$ cat src/design/dbd_pkg.sv
// shared types and constants for the detector box decode block
// no dependencies; imported by every module of the block
package dbd_pkg;

	localparam int SCORE_W   = 16;
	localparam int CLASS_W   = 8;
	localparam int COORD_W   = 15;
	localparam int PIX_W     = 12;
	localparam int SCALE_W   = 20;
	localparam int CFG_IDX_W = 3;
	localparam int CFG_DAT_W = 20;
	// 2*c +/- s - 2*pad in 1/32 pixel
	localparam int DIFF_W    = COORD_W + 3;
	// fractional bits of the product: 5 from 1/32 pixel, 16 from q4.16
	localparam int FRAC_W    = 21;

	localparam logic [CFG_IDX_W-1:0] REG_SCORE_THRESHOLD = 3'd0;
	localparam logic [CFG_IDX_W-1:0] REG_TARGET_CLASS    = 3'd1;
	localparam logic [CFG_IDX_W-1:0] REG_PAD_X           = 3'd2;
	localparam logic [CFG_IDX_W-1:0] REG_PAD_Y           = 3'd3;
	localparam logic [CFG_IDX_W-1:0] REG_INV_SCALE       = 3'd4;
	localparam logic [CFG_IDX_W-1:0] REG_IMAGE_WIDTH     = 3'd5;
	localparam logic [CFG_IDX_W-1:0] REG_IMAGE_HEIGHT    = 3'd6;

	localparam logic [SCORE_W-1:0] RST_SCORE_THRESHOLD = 16'd16384;
	localparam logic [SCALE_W-1:0] RST_INV_SCALE       = 20'd65536;
	localparam logic [PIX_W-1:0]   RST_IMAGE_SIZE      = 12'd640;

	typedef logic signed [DIFF_W-1:0] diff_t;

	typedef struct packed {
		logic               have;
		logic [SCORE_W-1:0] score;
		logic [CLASS_W-1:0] cls;
	} best_t;

endpackage

$ cat src/design/dbd_corner.sv
// one box corner: scale a padded offset to image pixels and clamp
// depends on dbd_pkg
module dbd_corner (
	input  dbd_pkg::diff_t                diff,
	input  logic [dbd_pkg::SCALE_W-1:0] inv_scale,
	input  logic [dbd_pkg::PIX_W-1:0]   limit,
	output logic [dbd_pkg::PIX_W-1:0]   pixel
);
	import dbd_pkg::*;

	localparam int PROD_W = DIFF_W + SCALE_W + 1;
	localparam int INT_W  = PROD_W - 1 - FRAC_W;

	logic signed [PROD_W-1:0] prod;
	logic signed [SCALE_W:0]  scale_s;
	logic [INT_W-1:0]         whole;
	logic                     positive;

	assign scale_s  = $signed({1'b0, inv_scale});
	assign prod     = diff * scale_s;
	assign whole    = prod[PROD_W-2:FRAC_W];
	assign positive = !prod[PROD_W-1] && (prod != '0);

	always_comb begin
		if (!positive)
			pixel = '0;
		else if (whole >= INT_W'(limit))
			pixel = limit;
		else
			pixel = whole[PIX_W-1:0];
	end

endmodule

$ cat config.mk
export PLATFORM = sky130hd
export DESIGN_NAME = dbd_corner
export DESIGN_NICKNAME = d
export VERILOG_FILES = /design/src/design/dbd_pkg.sv /design/src/design/dbd_corner.sv
export SDC_FILE = /design/constraint.sdc
export NUM_CORES = 1
export LEC_CHECK = 0
export BUFFER_PORTS_ARGS = -buffer_cell sky130_fd_sc_hd__clkbuf_2
export CORE_UTILIZATION = 30
export DETAILED_ROUTE_END_ITERATION = 8
export PLACE_DENSITY = 0.49
export SYNTH_ARGS = -nofsm -noshare
export SYNTH_HDL_FRONTEND = slang
export SYNTH_SLANG_ARGS = --single-unit
$ cat constraint.sdc
create_clock -name vclk -period 10.1
set_input_delay 1.515 -clock vclk [all_inputs]
set_output_delay 1.515 -clock vclk [all_outputs]
set_load 0.02 [all_outputs]
# Yosys cells after proc, flatten, opt, wreduce, memory -nomap -nowiden
# Index checks and enable logic that the tools add are counted.
# op_classes
multipliers	1
n_lt_le_gt_ge	1
n_mux	2
reduce_logical	3
# op_table
operator	n
$mul 18x21->39	1
$reduce_bool 39->1	1
$mux 12	2
$ge 17x12->1	1
$logic_and 1x1->1	1
$logic_not 1->1	1
# word_totals
regBits	0
input_bits	50
out_inout_bits	12
wordCells	7

# Depth between registers and ports, before layout
# logic_depth
word_depth	4
mapped_depth	35

# Worst setup path after synthesis
# No wires, ideal clock.
# synth_timing
kind	input to output
from	in inv_scale[17] in the netlist's numbering
to	out pixel[4] in the netlist's numbering
arrival_ns	8.920
t_required_ns	8.585
setup_slack_ns	-0.335
cell_stages	33
n_path_buf	4
path_cell_list	clkbuf_1 clkbuf_1 nand2_1 fa_1 inv_1 fa_1 inv_1 fa_1 fa_1 inv_1 fa_1 inv_1 fa_1 inv_1 ha_1 clkbuf_1 nand2_1 o21a_1 a211o_1 o21bai_2 xnor2_1 ha_1 nor2b_1 o21a_1 o21a_1 o21a_1 o21ai_0 a31oi_1 nor4_1 o21a_1 clkbuf_1 nand3_1 a21oi_1
# synth_between
elab_chain_cells	4
# synth_rtl
element	line_no	source
from (decl)	dbd_corner.sv:5	input logic [dbd_pkg::SCALE_W-1:0] inv_scale,
$mul 18x21->39 *	dbd_corner.sv:20	assign prod = diff * scale_s;
$ge 17x12->1, or another cell as far along	dbd_corner.sv:27	else if (whole >= INT_W'(limit))
$mux 12 / $logic_and 1x1->1 (equally long branches)	dbd_corner.sv:27, dbd_corner.sv:22	
$mux 12 *	dbd_corner.sv:25	if (!positive)
to (decl)	dbd_corner.sv:7	output logic [dbd_pkg::PIX_W-1:0] pixel
# Every way passes the cells marked *; elsewhere a longest branch is shown, timed or not.

# Worst setup path in the final report
# layout_timing
from	in diff[9]
to	out pixel[11] in the netlist's numbering
# layout_between
elab_chain_cells	4
# layout_rtl
element	line_no	source
from (decl)	dbd_corner.sv:4	input dbd_pkg::diff_t diff,
$mul 18x21->39 *	dbd_corner.sv:20	
$ge 17x12->1, or another cell as far along	dbd_corner.sv:27	
$mux 12 / $logic_and 1x1->1 (equally long branches)	dbd_corner.sv:27, dbd_corner.sv:22	
$mux 12 *	dbd_corner.sv:25	
# Marks and branches as above.

==> results.md <==
Placement:
- The count of buffers from port buffering is 62.
- The final HPWL from detailed placement is 32.0 mm.
- After detailed placement, the design holds a cell count of 2304.
- The weighted congestion reported at the end of routability-driven placement is 0.843.

Synth:
- The xor/xnor share of the synthesized area is 0.0154.
- The number of warnings printed during yosys synthesis is 0.
- The share of the synthesized area in compound gates (AO/OA/AOI/OAI) is 0.0783.
- The post-synthesis average cell area is 8.33 um2.
- Summed over all instances, the cell type with the most area after synthesis is sky130_fd_sc_hd__fa_1.
- In this run, distinct cell masters in the synthesized netlist total 53.
- The synthesized netlist net count is 2057.
- The combinational family with the most area after synthesis is adder cells.
- The sequential fraction of the synthesis area is 0.
- Of the post-synthesis cell area, the part taken by muxes is 0.00249.
- The share of Yosys cell area claimed by the top area cell type is 0.441.
- The synthesized netlist occupies a cell area of 0.0131 mm2.
- Sorting the synthesized cells by area gives the leading types as sky130_fd_sc_hd__fa_1 44%, sky130_fd_sc_hd__ha_1 14%, sky130_fd_sc_hd__inv_1 11%.
- The fraction of the mapped netlist area in simple logic gates is 0.190.
- Of the total synthesized cell area, the portion taken by full adders, half adders and majority gates is 0.583.
- After technology mapping, the gate count stands at 1570.

Floorplanning:
- The floorplan die area is 0.0444 mm2.
- For this configuration, the core starts out at a cell density of 0.304.
- The area inside the core boundary is 0.0431 mm2.
- The overall die height is 211 um.
- The horizontal extent of the die is 211 um.
- The count of boundary I/O pins is 62.
- The number of rows created at floorplan is 76.

Global route:
- The first global-routing pass estimated 59.5 mm of wire.
- Entering global routing, the biggest net connects 16 pins.
- The overall routing resource usage is 0.166.
- The number of global-route vias before repair was 11500.
- The number of antenna violations at the first check in global routing is 1.
- Summed over all layers, the global routing overflow is 0.

Cells and area:
- The layout filler cell count is 4441.
- The total area of sequential cells is 0 um2.
- The number of nets at the end of the flow is 2228.
- There are 0 flip-flops and latches.
- The area growth from synthesis to layout is 24.3%.
- In the final layout, the share of cells above drive strength 1 is 0.213.
- Clock buffers in the final layout number 0.
- In the final layout, the multi-input gates occupy 0.0120 mm2.
- The most common cell after layout, fill and taps aside is sky130_fd_sc_hd__inv_1.
- Once layout is complete, the utilization of the core stands at 0.377.
- Leaving out fill and tap cells, the most frequent cells in the layout are 362 x sky130_fd_sc_hd__inv_1, 277 x sky130_fd_sc_hd__fa_1, 194 x sky130_fd_sc_hd__nand2_1.
- After the flow finishes, the layout carries non-filler instances totaling 2325.

STA:
- The maximum achievable frequency is 101 MHz.
- On the final layout, the worst hold slack is 3.38 ns.
- The transition time at the pin with the least slew margin is 0.535 ns.
- Setup violations remaining at the end of the flow were counted as 0.
- Setup repair after global routing could not meet its margin everywhere.
- After layout, the minimum clock period comes to 9.87 ns.
- The worst max-slew margin expressed relative to the limit is 0.640.
- The count of final max-slew check failures is 0.
- In the finished design, the share of the clock period the worst path needs comes to 0.977.
- After routing, the total negative slack on setup checks comes to 0 ns.
- The final hold violation count is 0.

Run status:
- The checks that failed: design-rule violations.
- The run finished, with violations left.

Clock network:
- The number of hold buffers added after CTS was 0.

Run:
- Max-cap violations in this run came to 0.

Detailed routing:
- For this block, the routed nets add up to 35.7 mm of wire.
- In this run the remaining antenna-violating nets after routing total 0.
- The first detailed-routing pass took 8 iterations.
- The number of vias per cell is 4.59.
- The total number of vias is 10700.
- The number of DRC markers in iteration 0 is 347.
- The DRC violation count after routing is 1.
- After detailed routing, the average wire length per cell comes to 15.3 um.

Setup path:
- The data required time of the critical path is 8.59 ns.
- The highest fanout seen on the critical path is 6.
- The biggest cell delay along the critical path is 0.55 ns.
- The nature of the critical path startpoint is an input pin.
- The critical path data arrival time is 8.36 ns.
- STA classifies the critical path endpoint as an output port.
- The source of the critical timing path is diff[9].
- The category of the most critical setup path is in -> out.
- The slowest stage of the critical path is the sky130_fd_sc_hd__fa_1 cell.
- Following the worst setup path forward leads to its endpoint at pixel[11].

Min path:
- In this run the worst hold path is classified as in -> out.
-- synthesized netlist by cell type, types with 2 or more instances --
cell / n
sky130_fd_sc_hd__xor2_1: 8
sky130_fd_sc_hd__a31oi_1: 8
sky130_fd_sc_hd__nor3_1: 12
sky130_fd_sc_hd__a21oi_1: 52
sky130_fd_sc_hd__a211oi_1: 8
sky130_fd_sc_hd__o22ai_1: 2
sky130_fd_sc_hd__clkbuf_1: 75
sky130_fd_sc_hd__or3_1: 4
sky130_fd_sc_hd__nand3b_1: 3
sky130_fd_sc_hd__o211ai_1: 4
sky130_fd_sc_hd__nor4bb_1: 2
sky130_fd_sc_hd__o31ai_1: 3
sky130_fd_sc_hd__ha_1: 149
sky130_fd_sc_hd__fa_1: 288
sky130_fd_sc_hd__nor3b_1: 2
sky130_fd_sc_hd__nand4_1: 14
sky130_fd_sc_hd__and2_1: 169
sky130_fd_sc_hd__o211a_1: 2
sky130_fd_sc_hd__nor2_1: 30
sky130_fd_sc_hd__a211o_1: 4
sky130_fd_sc_hd__a21o_1: 16
sky130_fd_sc_hd__o21bai_1: 2
sky130_fd_sc_hd__and3_1: 5
sky130_fd_sc_hd__nand2_1: 198
sky130_fd_sc_hd__nand3_1: 20
sky130_fd_sc_hd__nor2b_1: 4
sky130_fd_sc_hd__o221ai_1: 3
sky130_fd_sc_hd__nor4_1: 5
sky130_fd_sc_hd__inv_1: 376
sky130_fd_sc_hd__mux2_2: 2
sky130_fd_sc_hd__nand2b_1: 17
sky130_fd_sc_hd__o21a_1: 10
sky130_fd_sc_hd__o21ai_0: 39
sky130_fd_sc_hd__xnor2_1: 15
-- area by class of cell --
| type | count | share of cell area |
|---|---|---|
| diodes | 1 | 0.000154 |
| inverters | 376 | 0.0871 |
| multi-input cells | 1117 | 0.738 |
| well taps | 585 | 0.0450 |
| repair buffers | 246 | 0.130 |
-- critical path, delay by kind of cell --
family | cells | cell delay [ns]
AOI/OAI and AO/OA | 11 | 1.84
buffers and inverters | 10 | 0.93
and+or+nand+nor | 4 | 0.37
adders and majority gates | 8 | 3.51
xor gates and xnor gates | 1 | 0.18
-- worst min path at each step --
stage                    from         to  slack (ns)  depth (start not counted)
floorplan            limit[0]   pixel[0]        3.21                          2
finish               limit[6]   pixel[6]        3.38                          4
global placement    limit[11]  pixel[11]        3.41                          4
global route         limit[6]   pixel[6]        3.42                          4
CTS                 limit[11]  pixel[11]        3.41                          4
detailed placement  limit[11]  pixel[11]        3.41                          4
-- cells by family after synthesis --
| group | count (synthesis) |
|---|---|
| and+or+nand+nor | 490 |
| buffers and inverters | 453 |
| adders and majority gates | 437 |
| AOI/OAI and AO/OA | 164 |
| xor gates and xnor gates | 23 |
| muxes | 3 |
-- per-layer routing --
layer	GRT usage	vias up	wire length (um)	part of all wire
met1	0.222	5457	16000	0.45
met2	0.310	117	18800	0.53
met5	0	-	0	0
met3	0.00312	19	514	0.014
li1	-	5085	-	-
met4	0.0152	0	316	0.0089
-- stage by stage --
stage	setup slack [ns]	cell area, um2
3_5_place_dp	-0.335	15200
5_1_grt	-0.0440	16300
2_1_floorplan	0.0400	13100
3_3_place_gp	-0.334	15200
4_1_cts	0.00519	15600
6_report	0.229	16300
-- repair_timing --
item                       CTS  global route
pin swaps                   15            65
cloned                       0             2
setup endpoints to repair   12            12
resized for setup           91           167
setup buffers                6            12
Power is not shown: default switching activity piles up to over one toggle a cycle in this logic, so the estimate is an artifact.
