==> config.mk <==
export PLATFORM = sky130hd
export DESIGN_NAME = dbd_best
export DESIGN_NICKNAME = d
export VERILOG_FILES = /design/src/design/dbd_pkg.sv /design/src/design/dbd_best.sv
export SDC_FILE = /design/constraint.sdc
export NUM_CORES = 1
export LEC_CHECK = 0
export BUFFER_PORTS_ARGS = -buffer_cell sky130_fd_sc_hd__buf_2
export CAP_MARGIN = 30
export CORE_ASPECT_RATIO = 0.6
export CORE_MARGIN = 1.5
export CORE_UTILIZATION = 50
export DETAILED_ROUTE_END_ITERATION = 12
export GPL_TIMING_DRIVEN = 0
export HOLD_SLACK_MARGIN = 0.08
export PLACE_DENSITY = 0.74
export SETUP_SLACK_MARGIN = 0.2
export SLEW_MARGIN = 20
export SYNTH_ARGS = -nofsm -noshare
export SYNTH_HDL_FRONTEND = slang
export SYNTH_SLANG_ARGS = --single-unit
export TNS_END_PERCENT = 20
==> constraint.sdc <==
create_clock -name clk -period 3.7 [get_ports clk]
set_clock_uncertainty 0.15 [all_clocks]
set_input_delay 0.185 -clock clk [delete_from_list [all_inputs] [get_ports clk]]
set_output_delay 0.185 -clock clk [all_outputs]
set_load 0.01 [all_outputs]
==> src/design/dbd_pkg.sv <==
// shared types and constants for the detector box decode block
// no dependencies; imported by every module of the block
package dbd_pkg;

	localparam int SCORE_W   = 16;
	localparam int CLASS_W   = 8;
	localparam int COORD_W   = 15;
	localparam int PIX_W     = 12;
	localparam int SCALE_W   = 20;
	localparam int CFG_IDX_W = 3;
	localparam int CFG_DAT_W = 20;
	// 2*c +/- s - 2*pad in 1/32 pixel
	localparam int DIFF_W    = COORD_W + 3;
	// fractional bits of the product: 5 from 1/32 pixel, 16 from q4.16
	localparam int FRAC_W    = 21;

	localparam logic [CFG_IDX_W-1:0] REG_SCORE_THRESHOLD = 3'd0;
	localparam logic [CFG_IDX_W-1:0] REG_TARGET_CLASS    = 3'd1;
	localparam logic [CFG_IDX_W-1:0] REG_PAD_X           = 3'd2;
	localparam logic [CFG_IDX_W-1:0] REG_PAD_Y           = 3'd3;
	localparam logic [CFG_IDX_W-1:0] REG_INV_SCALE       = 3'd4;
	localparam logic [CFG_IDX_W-1:0] REG_IMAGE_WIDTH     = 3'd5;
	localparam logic [CFG_IDX_W-1:0] REG_IMAGE_HEIGHT    = 3'd6;

	localparam logic [SCORE_W-1:0] RST_SCORE_THRESHOLD = 16'd16384;
	localparam logic [SCALE_W-1:0] RST_INV_SCALE       = 20'd65536;
	localparam logic [PIX_W-1:0]   RST_IMAGE_SIZE      = 12'd640;

	typedef logic signed [DIFF_W-1:0] diff_t;

	typedef struct packed {
		logic               have;
		logic [SCORE_W-1:0] score;
		logic [CLASS_W-1:0] cls;
	} best_t;

endpackage

==> src/design/dbd_best.sv <==
// running best score and class over the class scores of one box
// depends on dbd_pkg
module dbd_best #(
	parameter int MAX_CLASSES = 256
) (
	input  logic                    clk,
	input  logic                    arst_n,
	input  logic                    advance,
	input  logic [dbd_pkg::SCORE_W-1:0] score,
	input  logic                    last,
	output dbd_pkg::best_t          best_next
);
	import dbd_pkg::*;

	localparam int CNT_W = $clog2(MAX_CLASSES + 1);

	logic [CNT_W-1:0]       cnt_q;
	logic [CNT_W+CLASS_W-1:0] cnt_ext;
	best_t                  best_q;
	logic                   in_range;
	logic                   better;

	assign cnt_ext  = {{CLASS_W{1'b0}}, cnt_q};
	assign in_range = cnt_q < CNT_W'(MAX_CLASSES);
	assign better   = in_range && (score > best_q.score);

	always_comb begin
		best_next = best_q;
		if (better) begin
			best_next.have  = 1'b1;
			best_next.score = score;
			best_next.cls   = cnt_ext[CLASS_W-1:0];
		end
	end

	always_ff @(posedge clk or negedge arst_n) begin
		if (!arst_n) begin
			cnt_q  <= '0;
			best_q <= '0;
		end else if (advance) begin
			if (last) begin
				cnt_q  <= '0;
				best_q <= '0;
			end else begin
				best_q <= best_next;
				// counter saturates once every class slot is used
				if (in_range)
					cnt_q <= cnt_q + CNT_W'(1);
			end
		end
	end

endmodule

Yosys cells after proc, flatten, opt, wreduce, memory -nomap -nowiden
Cells that the tools add are included.
{"block": "totals", "ff_bits": 34, "latchBits": 0, "ram_bits": 0, "romBits": 0, "elab_cells": 14, "mem_count": 0}
{"block": "op_classes", "n_addsub": 1, "multipliers": 0, "n_div": 0, "order_cmp": 2, "n_eq_ne": 0, "shifts": 0, "n_mux": 4, "bitwise": 0, "n_reduce_logical": 3}
{"operator": "25-bit 2-to-1 mux", "count": 2}
{"operator": "9-bit 2-to-1 mux", "count": 2}
{"operator": "16-bit greater-than comparator", "count": 1}
{"operator": "9-bit by 1-bit adder with 9-bit output, second input constant", "count": 1}
{"operator": "9-bit < comparator, second input constant", "count": 1}
{"operator": "2-bit AND reduction", "count": 1}
{"operator": "2-bit nonzero test", "count": 1}
{"operator": "1-bit logical AND", "count": 1}

Logic depth before layout (Yosys ltp)
Gate-level depths: netlist of run 1.
{"block": "depth", "word_depth": 4, "depth_mapped": 10, "depth_no_buf": 8}

Worst setup path after synthesis of run 1
OpenSTA, ideal clock, no wires.
{"block": "synth_timing", "path_kind": "register to output", "startpoint": "reg best_q[22] (netlist name)", "endpoint": "out best_next[8] (netlist name)", "arrival_ns": 2.099, "required_ns": 3.365, "setup_slack_ns": 1.266, "stages_incl_launch_ff": 11, "n_path_buf": 2, "path_cell_list": "dfrtp_1 -> inv_1 -> ha_1 -> a21oi_1 -> nand2_1 -> a221o_1 -> o31ai_2 -> buf_4 -> buf_4 -> nand2_1 -> o21ai_0"}
{"item": "start: declaration", "line_no": "dbd_best.sv:19", "rtl": "best_t best_q;"}
{"item": "start signal: assignment", "line_no": "dbd_best.sv:45", "rtl": "best_q <= best_next;"}
{"item": "end: declaration", "line_no": "dbd_best.sv:11", "rtl": "output dbd_pkg::best_t best_next"}

==> out/metrics.sh, run 1 <==
IO_BUFFER_COUNT=44
SYNTH_SEQ_CELLS=34
DRIVE_GT1_FRAC=0.237
SLEW_VIOLATIONS=0
VIAS=2019
CTS_INSERTED_BUFFERS=5
YS_TYPES=39
SEQUENTIAL_AREA_SHARE_AFTER_SYNTHESIS=0.388
WORST_R2R_PATH_DEPTH=10
WORST_PATH_LARGEST_CELL_DELAY_NS=0.53
SYNTH_TOP_FLOP_CELL='sky130_fd_sc_hd__dfrtp_1'
WL_PER_CELL_UM=15.2
CP_COMMON_CELL='sky130_fd_sc_hd__buf_2'
SETUP-TNS-FINAL_NS=0
HOLD_PATH_CLASS='in2reg'
FOOTPRINT_OF_THE_MULTI_INPUT_GATES_UM2=1190
WORSTSETUPENDPOINTTYPE='output pin'
IR_WORST_VDD_V=0.000206
PIN_COUNT_OF_THE_BIGGEST_NET_ENTERING_GLOBAL_ROUTING=35
WORSTREG2REGEND='best_q[11]'
SLEW-LIMIT-HEADROOM=0.493
MAXCAPVIOLATIONS=0
H-TREE-DEPTH=2
GRT_FIRST_PASS_WIRELENGTH_UM=8740
AREA_SHARE_OF_THE_LARGEST_CELL_TYPE_AFTER_SYNTHESIS=0.388
FILLER_CELL_COUNT=348
PLACEMENT_ROWS=18
CRITICALPATHCATEGORY='in2out'
ANTENNA_FOUND_INITIAL=0
DRC=0
YS_WARN_COUNT=0
VIAS_IN_THE_FIRST_GLOBAL_ROUTE=1765
DRT_WL_TOTAL_UM=5600
TRITONCTS='yes'
NNETSFINAL=344
CTS-ROOT-TO-SINK-BUFFERS=2
SYNTH_EDF_COUNT=0
PLACEDCELLCOUNT=346
SYN-MEAN-INSTANCE-AREA_UM2=9.07
FLOORPLAN.DIE_AREA_UM2=4810
CRIT_FANOUT=10
WORST_EP_ARRIVAL_TIME_NS=3.04
ROUTABILITYCONGESTION=0.794
ANTENNA_CELLS_INSERTED=0
FIRSTDRTPASSITERS=5
REG2REG_FROM='best_q[23]'
TIGHTEST_PIN_TRANSITION_NS=0.760
SETUP_VIOLATING_ENDPOINT_COUNT_IN_THE_FINAL_REPORT=0
HOLD_VIOL_FINAL=0
DIE_HEIGHT_UM=54.3
RUN_STATUS='completed'
MIN_TO='best_q[13]'
SYNTH.TOP_CELLS.BY_AREA='sky130_fd_sc_hd__dfrtp_1, sky130_fd_sc_hd__ha_1, sky130_fd_sc_hd__nand2_1'
ASYNCSETRESETFLOPFRACSYNTH=1.00
R2R_SETUP_SLACK_NS=1.06
CELLLEAKAGEPOWER_nW=1.31
FP.COREAREA_UM2=4170
WORST_SETUP_HOLD_PATH_CLK_SLEW_NS=0.07
FINAL_NON_FILLER_CELLS=368
HOLDPATHSTAGES=3
CRITPATHSLOWESTCELL='sky130_fd_sc_hd__dlygate4sd3_1'
DIE_WIDTH_UM=88.5
WORST_EP_REQUIRED_TIME_NS=3.37
CTSRESIZECOUNT=0
RSZ_0062_RAISED_AFTER_GLOBAL_ROUTING='no'
SYNTH_FP_NETS=279
SYN2LAYOUT_AREA_GROWTH_PCT=24.0
ROUTE.DETAILED.VIAS_PER_INST=5.49
FMAXACHIEVABLE_GHz=0.296
CLOCK_LATENCY_NS=0.30
NETLIST_AREA_UM2=2190
REGAREA_UM2=851
MIN-DELAY-START='score[5]'
MIN_PERIOD_OVER_PERIOD=0.912
NUMCLOCKSINKS=34
SYNTH_COMMONEST_CELLS='sky130_fd_sc_hd__nand2_1, sky130_fd_sc_hd__dfrtp_1, sky130_fd_sc_hd__inv_1'
FIN_CRIT_NS=3.38
POST_ROUTE_ANTENNA_NET_VIOLATION_COUNT=0
CRITICAL_PATH.CELL_CHAIN='dlygate4sd3_1, buf_2, ha_1, nand4_1, nor4_1, a21boi_2, o31a_1, buf_4, buf_2, nand2_1, nand2_1, buf_2'
IOS=45
GLOBALROUTETOTALUTIL=0.253
DETAIL_ROUTE.ITER0.VIOLATIONS=126
ROOT_BUFFER='sky130_fd_sc_hd__clkbuf_8'
INITIAL_UTILIZATION=0.527
GRT.OVERFLOW.TOTAL=0
TIMING.CRITICAL_PATH.FROM_TYPE='primary input'
POWER-PER-CELL-AREA_nW_PER_UM2=431
SYNTH.MOST_COMMON_CELL='sky130_fd_sc_hd__nand2_1'
CELL_TAKING_THE_MOST_AREA_AFTER_SYNTHESIS='sky130_fd_sc_hd__dfrtp_1'
POST_SYNTH_INST_COUNT=242
DP.FINAL_HPWL_UM=3900
==> logic make-up after synthesis <==
group | Yosys count | synth area share
AO/OA/AOI/OAI | 81 | 0.281
adder cells (fa/ha/maj) | 17 | 0.0969
multiplexers | 1 | 0.00456
AND/OR/NAND/NOR | 72 | 0.139
buffers and inverters | 32 | 0.0713
XOR/XNOR | 5 | 0.0200
flip-flops | 34 | 0.388
==> report_power, final <==
part	internal [W]	leakage, nW	total [W]	switching, W
combinational	0.000178	0.802	0.000430	0.000252
sequential	0.000413	0.456	0.000448	0.0000346
clock	0.000150	0.0482	0.000294	0.000144
==> worst max-delay path: cells and delay by family <==
family                   cells  cell delay [ns]
buffers and inverters        5             1.25
AND/OR/NAND/NOR              4             0.78
AO/OA/AOI/OAI                2             0.51
adder cells (fa/ha/maj)      1             0.31
==> repair_timing <==
item | CTS | global route
endpoints found under the hold margin | 47 | 0
setup endpoints to repair | 0 | 0
hold buffers | 14 | 0
buffers inserted | 0 | 0
==> worst max path at each step <==
stage	cells after the start	slack [ns]	startpoint	to
3_5_place_dp	11	0.87	best_q[22]	best_next[6]
4_1_cts	12	0.37	score[14]	best_next[6]
3_3_place_gp	11	0.90	best_q[22]	best_next[0]
2_1_floorplan	10	1.27	best_q[22]	best_next[8]
6_report	12	0.32	score[14]	best_next[6]
5_1_grt	12	0.20	score[14]	best_next[7]
==> state kept, by name, summed over array words and instances (netlist names) <==
| name | cells |
|---|---|
| best_q | 25 |
| cnt_q | 9 |
==> cell usage in the layout, fill, tap and decap left out, types with 6 or more instances in the layout <==
cell / n
sky130_fd_sc_hd__nand2_1: 44
sky130_fd_sc_hd__o22ai_1: 8
sky130_fd_sc_hd__buf_2: 46
sky130_fd_sc_hd__dlygate4sd3_1: 14
sky130_fd_sc_hd__o2bb2ai_1: 11
sky130_fd_sc_hd__ha_1: 17
sky130_fd_sc_hd__o21ai_1: 15
sky130_fd_sc_hd__nor2_1: 13
sky130_fd_sc_hd__a22oi_1: 9
sky130_fd_sc_hd__clkbuf_8: 6
sky130_fd_sc_hd__a21oi_1: 8
sky130_fd_sc_hd__dfrtp_1: 34
sky130_fd_sc_hd__a22oi_2: 9
sky130_fd_sc_hd__a22o_1: 7
sky130_fd_sc_hd__inv_1: 19
==> final cells by class <==
cell class,count,area share
Timing Repair Buffer,58,0.132
Multi-Input combinational cell,176,0.436
Clock inverter,1,0.00184
Inverter,19,0.0262
Sequential cell,34,0.313
Buffer,13,0.0313
Tap cell,60,0.0276
Clock buffer,7,0.0317
==> through the flow <==
stage | total power [W] | setup WS (ns) | area (µm²) | hold slack (ns) | utilization
after floorplan | 0.000727 | 1.27 | 2190 | -0.261 | -
after global placement | 0.000856 | 0.903 | 2490 | 0.147 | 0.598
after detailed placement | 0.000866 | 0.870 | 2490 | 0.151 | 0.598
after CTS | 0.00117 | 0.373 | 2720 | 0.104 | 0.653
after global routing | 0.00125 | 0.204 | 2720 | 0.141 | 0.653
final | 0.00117 | 0.324 | 2720 | 0.111 | 0.653
==> per-layer routing <==
layer,up-vias,GRT usage,share of wire
li1,999,-,-
met1,934,0.385,0.52
met2,80,0.351,0.40
met3,6,0.0769,0.074
met4,0,0.0495,0.0075
met5,-,0,0
Power figures use the tool's default switching activity.
==> inputs of run 2 (changes only) <==
--- a/config.mk
+++ b/config.mk
@@ -7,7 +7,6 @@
 export LEC_CHECK = 0
 export BUFFER_PORTS_ARGS = -buffer_cell sky130_fd_sc_hd__buf_2
 export CAP_MARGIN = 30
-export CORE_ASPECT_RATIO = 0.6
 export CORE_MARGIN = 1.5
 export CORE_UTILIZATION = 50
 export DETAILED_ROUTE_END_ITERATION = 12
==> run 2 against run 1 <==
  * Critical path depth unchanged
  * Worst setup slack better by 0.14 ns
  * Sequential power about the same
  * Wire length down 5.2%
  * Highest routed layer unchanged
  * Hold slack better by 0.032 ns
  * Count of clock-buffer cells in the layout down 2
  * First-iteration DRC count up 12%
  * Global-route usage down 2.3 points
==> out/metrics.sh, run 2 (same netlist as run 1, synthesis figures left out) <==
GLOBALROUTETOTALUTIL=0.230
NNETSFINAL=347
RUN_STATUS='completed'
LARGEST_REG_FLOPS=25
CELLLEAKAGEPOWER_nW=1.33
DRIVE_GT1_FRAC=0.241
FMAXACHIEVABLE_GHz=0.309
WORST_SETUP_HOLD_PATH_CLK_SLEW_NS=0.07
CRITICAL_PATH.CELL_CHAIN='dlygate4sd3_1, buf_2, ha_1, a21oi_1, nand2_1, a221o_1, o31ai_2, buf_4, buf_4, nand2_1, o21ai_0, buf_2'
TIGHTEST_PIN_TRANSITION_NS=0.775
MAXCAPVIOLATIONS=0
HOLD_VIOL_FINAL=0
ANTENNA_FOUND_INITIAL=0
TIMING.CRITICAL_PATH.FROM_TYPE='primary input'
FINAL_CORE_UTIL=0.671
LEADING_CELL_TYPE_IN_THE_LAYOUT_FILL_AND_TAPS_EXCLUDED='sky130_fd_sc_hd__buf_2'
ANTENNA_CELLS_INSERTED=0
CTS_INSERTED_BUFFERS=5
NUMCLOCKSINKS=34
PIN_COUNT_OF_THE_BIGGEST_NET_ENTERING_GLOBAL_ROUTING=35
VIAS=2021
DRT_WL_TOTAL_UM=5320
FILLER_CELL_COUNT=343
PLACEMENT_ROWS=23
DIE_HEIGHT_UM=69.3
CRITICAL_PATH.N_BUFFERS_INVERTERS=5
CRIT_FANOUT=10
VIAS_IN_THE_FIRST_GLOBAL_ROUTE=1910
HOLD_PATH_CLASS='in2reg'
IR_WORST_VDD_V=0.000283
CRITICALPATHCATEGORY='in2out'
ROOT_BUFFER='sky130_fd_sc_hd__clkbuf_8'
POWER-PER-CELL-AREA_nW_PER_UM2=440
SLEW-LIMIT-HEADROOM=0.483
WORST_PATH_LARGEST_CELL_DELAY_NS=0.53
CLOCK_LATENCY_NS=0.30
SLEW_VIOLATIONS=0
WORSTSETUPENDPOINTTYPE='output pin'
ROUTABILITYCONGESTION=0.830
IO_BUFFER_COUNT=44
SETUP_VIOLATING_ENDPOINT_COUNT_IN_THE_FINAL_REPORT=0
REG_TOP3='best_q: 25 flops, cnt_q: 9 flops'
DP.FINAL_HPWL_UM=3510
POST_ROUTE_ANTENNA_NET_VIOLATION_COUNT=0
H-TREE-DEPTH=2
TOTAL_POWER_W=0.00122
FINAL_CELL_MIX='sky130_fd_sc_hd__buf_2, sky130_fd_sc_hd__nand2_1, sky130_fd_sc_hd__dfrtp_1, sky130_fd_sc_hd__inv_1'
RSZ_0062_RAISED_AFTER_GLOBAL_ROUTING='no'
SYN2LAYOUT_AREA_GROWTH_PCT=25.9
IOS=45
KIND_OF_CELL_WITH_THE_HIGHEST_COMBINED_DELAY_ON_THE_CRITICAL_PATH='buffers and inverters'
WORST_EP_REQUIRED_TIME_NS=3.37
ROUTE.DETAILED.VIAS_PER_INST=5.60
WL_PER_CELL_UM=14.7
INITIAL_UTILIZATION=0.533
MIN_PERIOD_OVER_PERIOD=0.875
GRT_FIRST_PASS_WIRELENGTH_UM=8920
CRITPATHSLOWESTCELL='sky130_fd_sc_hd__dlygate4sd3_1'
LARGEST_REGISTER='best_q'
CTS-ROOT-TO-SINK-BUFFERS=2
FIRSTDRTPASSITERS=6
DETAIL_ROUTE.ITER0.VIOLATIONS=141
DRC=0
SETUP-TNS-FINAL_NS=0
GRT.OVERFLOW.TOTAL=0
TRITONCTS='yes'
FIN_CRIT_NS=3.24
WORST_EP_ARRIVAL_TIME_NS=2.90
DIE_WIDTH_UM=69.3
FLOORPLAN.DIE_AREA_UM2=4800
FP.COREAREA_UM2=4120
==> run 2: changes by cell type in the layout (fill, tap and decap cells not counted) <==
cell                            delta
sky130_fd_sc_hd__nor4_1            -1
sky130_fd_sc_hd__dlygate4sd3_1     +3
sky130_fd_sc_hd__clkbuf_8          -1
sky130_fd_sc_hd__clkbuf_1          -1
sky130_fd_sc_hd__nor4_2            +1
sky130_fd_sc_hd__bufinv_16         +1
sky130_fd_sc_hd__clkinv_2          +1
==> run 2: area by class of cell <==
class	count	area, µm²	area share
Timing Repair Buffer	61	390	0.141
Inverter	19	71.3	0.0258
Multi-Input combinational cell	176	1190	0.432
Buffer	13	85.1	0.0308
Clock buffer	5	68.8	0.0249
Sequential cell	34	851	0.308
Tap cell	50	62.6	0.0226
Clock inverter	3	40.0	0.0145
==> run 2: routing by layer <==
metal | share of wire | wire, µm | vias up | GRT usage
met5 | 0 | 0 | - | 0
met1 | 0.50 | 2650 | 959 | 0.335
li1 | - | - | 1011 | -
met3 | 0.046 | 244 | 2 | 0.0451
met4 | 0.0066 | 35 | 0 | 0.0719
met2 | 0.45 | 2380 | 49 | 0.345
==> run 2: timing repair <==
| action | 4_1_cts | 5_1_grt |
|---|---|---|
| gates resized for setup | 0 | 1 |
| endpoints found under the hold margin | 50 | 0 |
| hold buffers | 17 | 0 |
| endpoints found under the setup margin | 0 | 3 |
| setup buffers | 0 | 0 |
==> run 2: worst reg2reg max path, delay by kind of cell (launching register included) <==
| family | cells | cell delay [ns] |
|---|---|---|
| AOI/OAI and AO/OA | 6 | 1.19 |
| buffers and inverters | 3 | 0.40 |
| DFF | 1 | 0.39 |
| adders and majority gates | 1 | 0.24 |
==> run 2: per-stage QoR <==
| stage | hold slack, ns | setup WS [ns] | instances | cell area, µm² |
|---|---|---|---|---|
| after floorplan | -0.261 | 1.27 | 242 | 2190 |
| after global placement | 0.154 | 0.908 | 336 | 2480 |
| after detailed placement | 0.158 | 0.902 | 336 | 2480 |
| after CTS | 0.136 | 0.416 | 361 | 2760 |
| after global routing | 0.168 | 0.322 | 361 | 2760 |
| final | 0.143 | 0.462 | 361 | 2760 |
==> run 2: final timing paths <==
path	from	endpoint	slack, ns	cells after the start
setup / recovery	score[14]	best_next[8]	0.46	12
hold / removal	advance	best_q[7]	0.14	3
setup reg to reg	best_q[15]	best_q[13]	1.17	10
hold reg to reg	best_q[24]	best_q[24]	0.35	2
max in group asynchronous	arst_n	best_q[21]	2.55	2
min in group asynchronous	arst_n	best_q[13]	0.34	2
==> run 2: power by group <==
part | total (W) | switching (W) | internal (W)
combinational | 0.000424 | 0.000245 | 0.000180
clock | 0.000345 | 0.000147 | 0.000198
sequential | 0.000446 | 0.0000333 | 0.000413
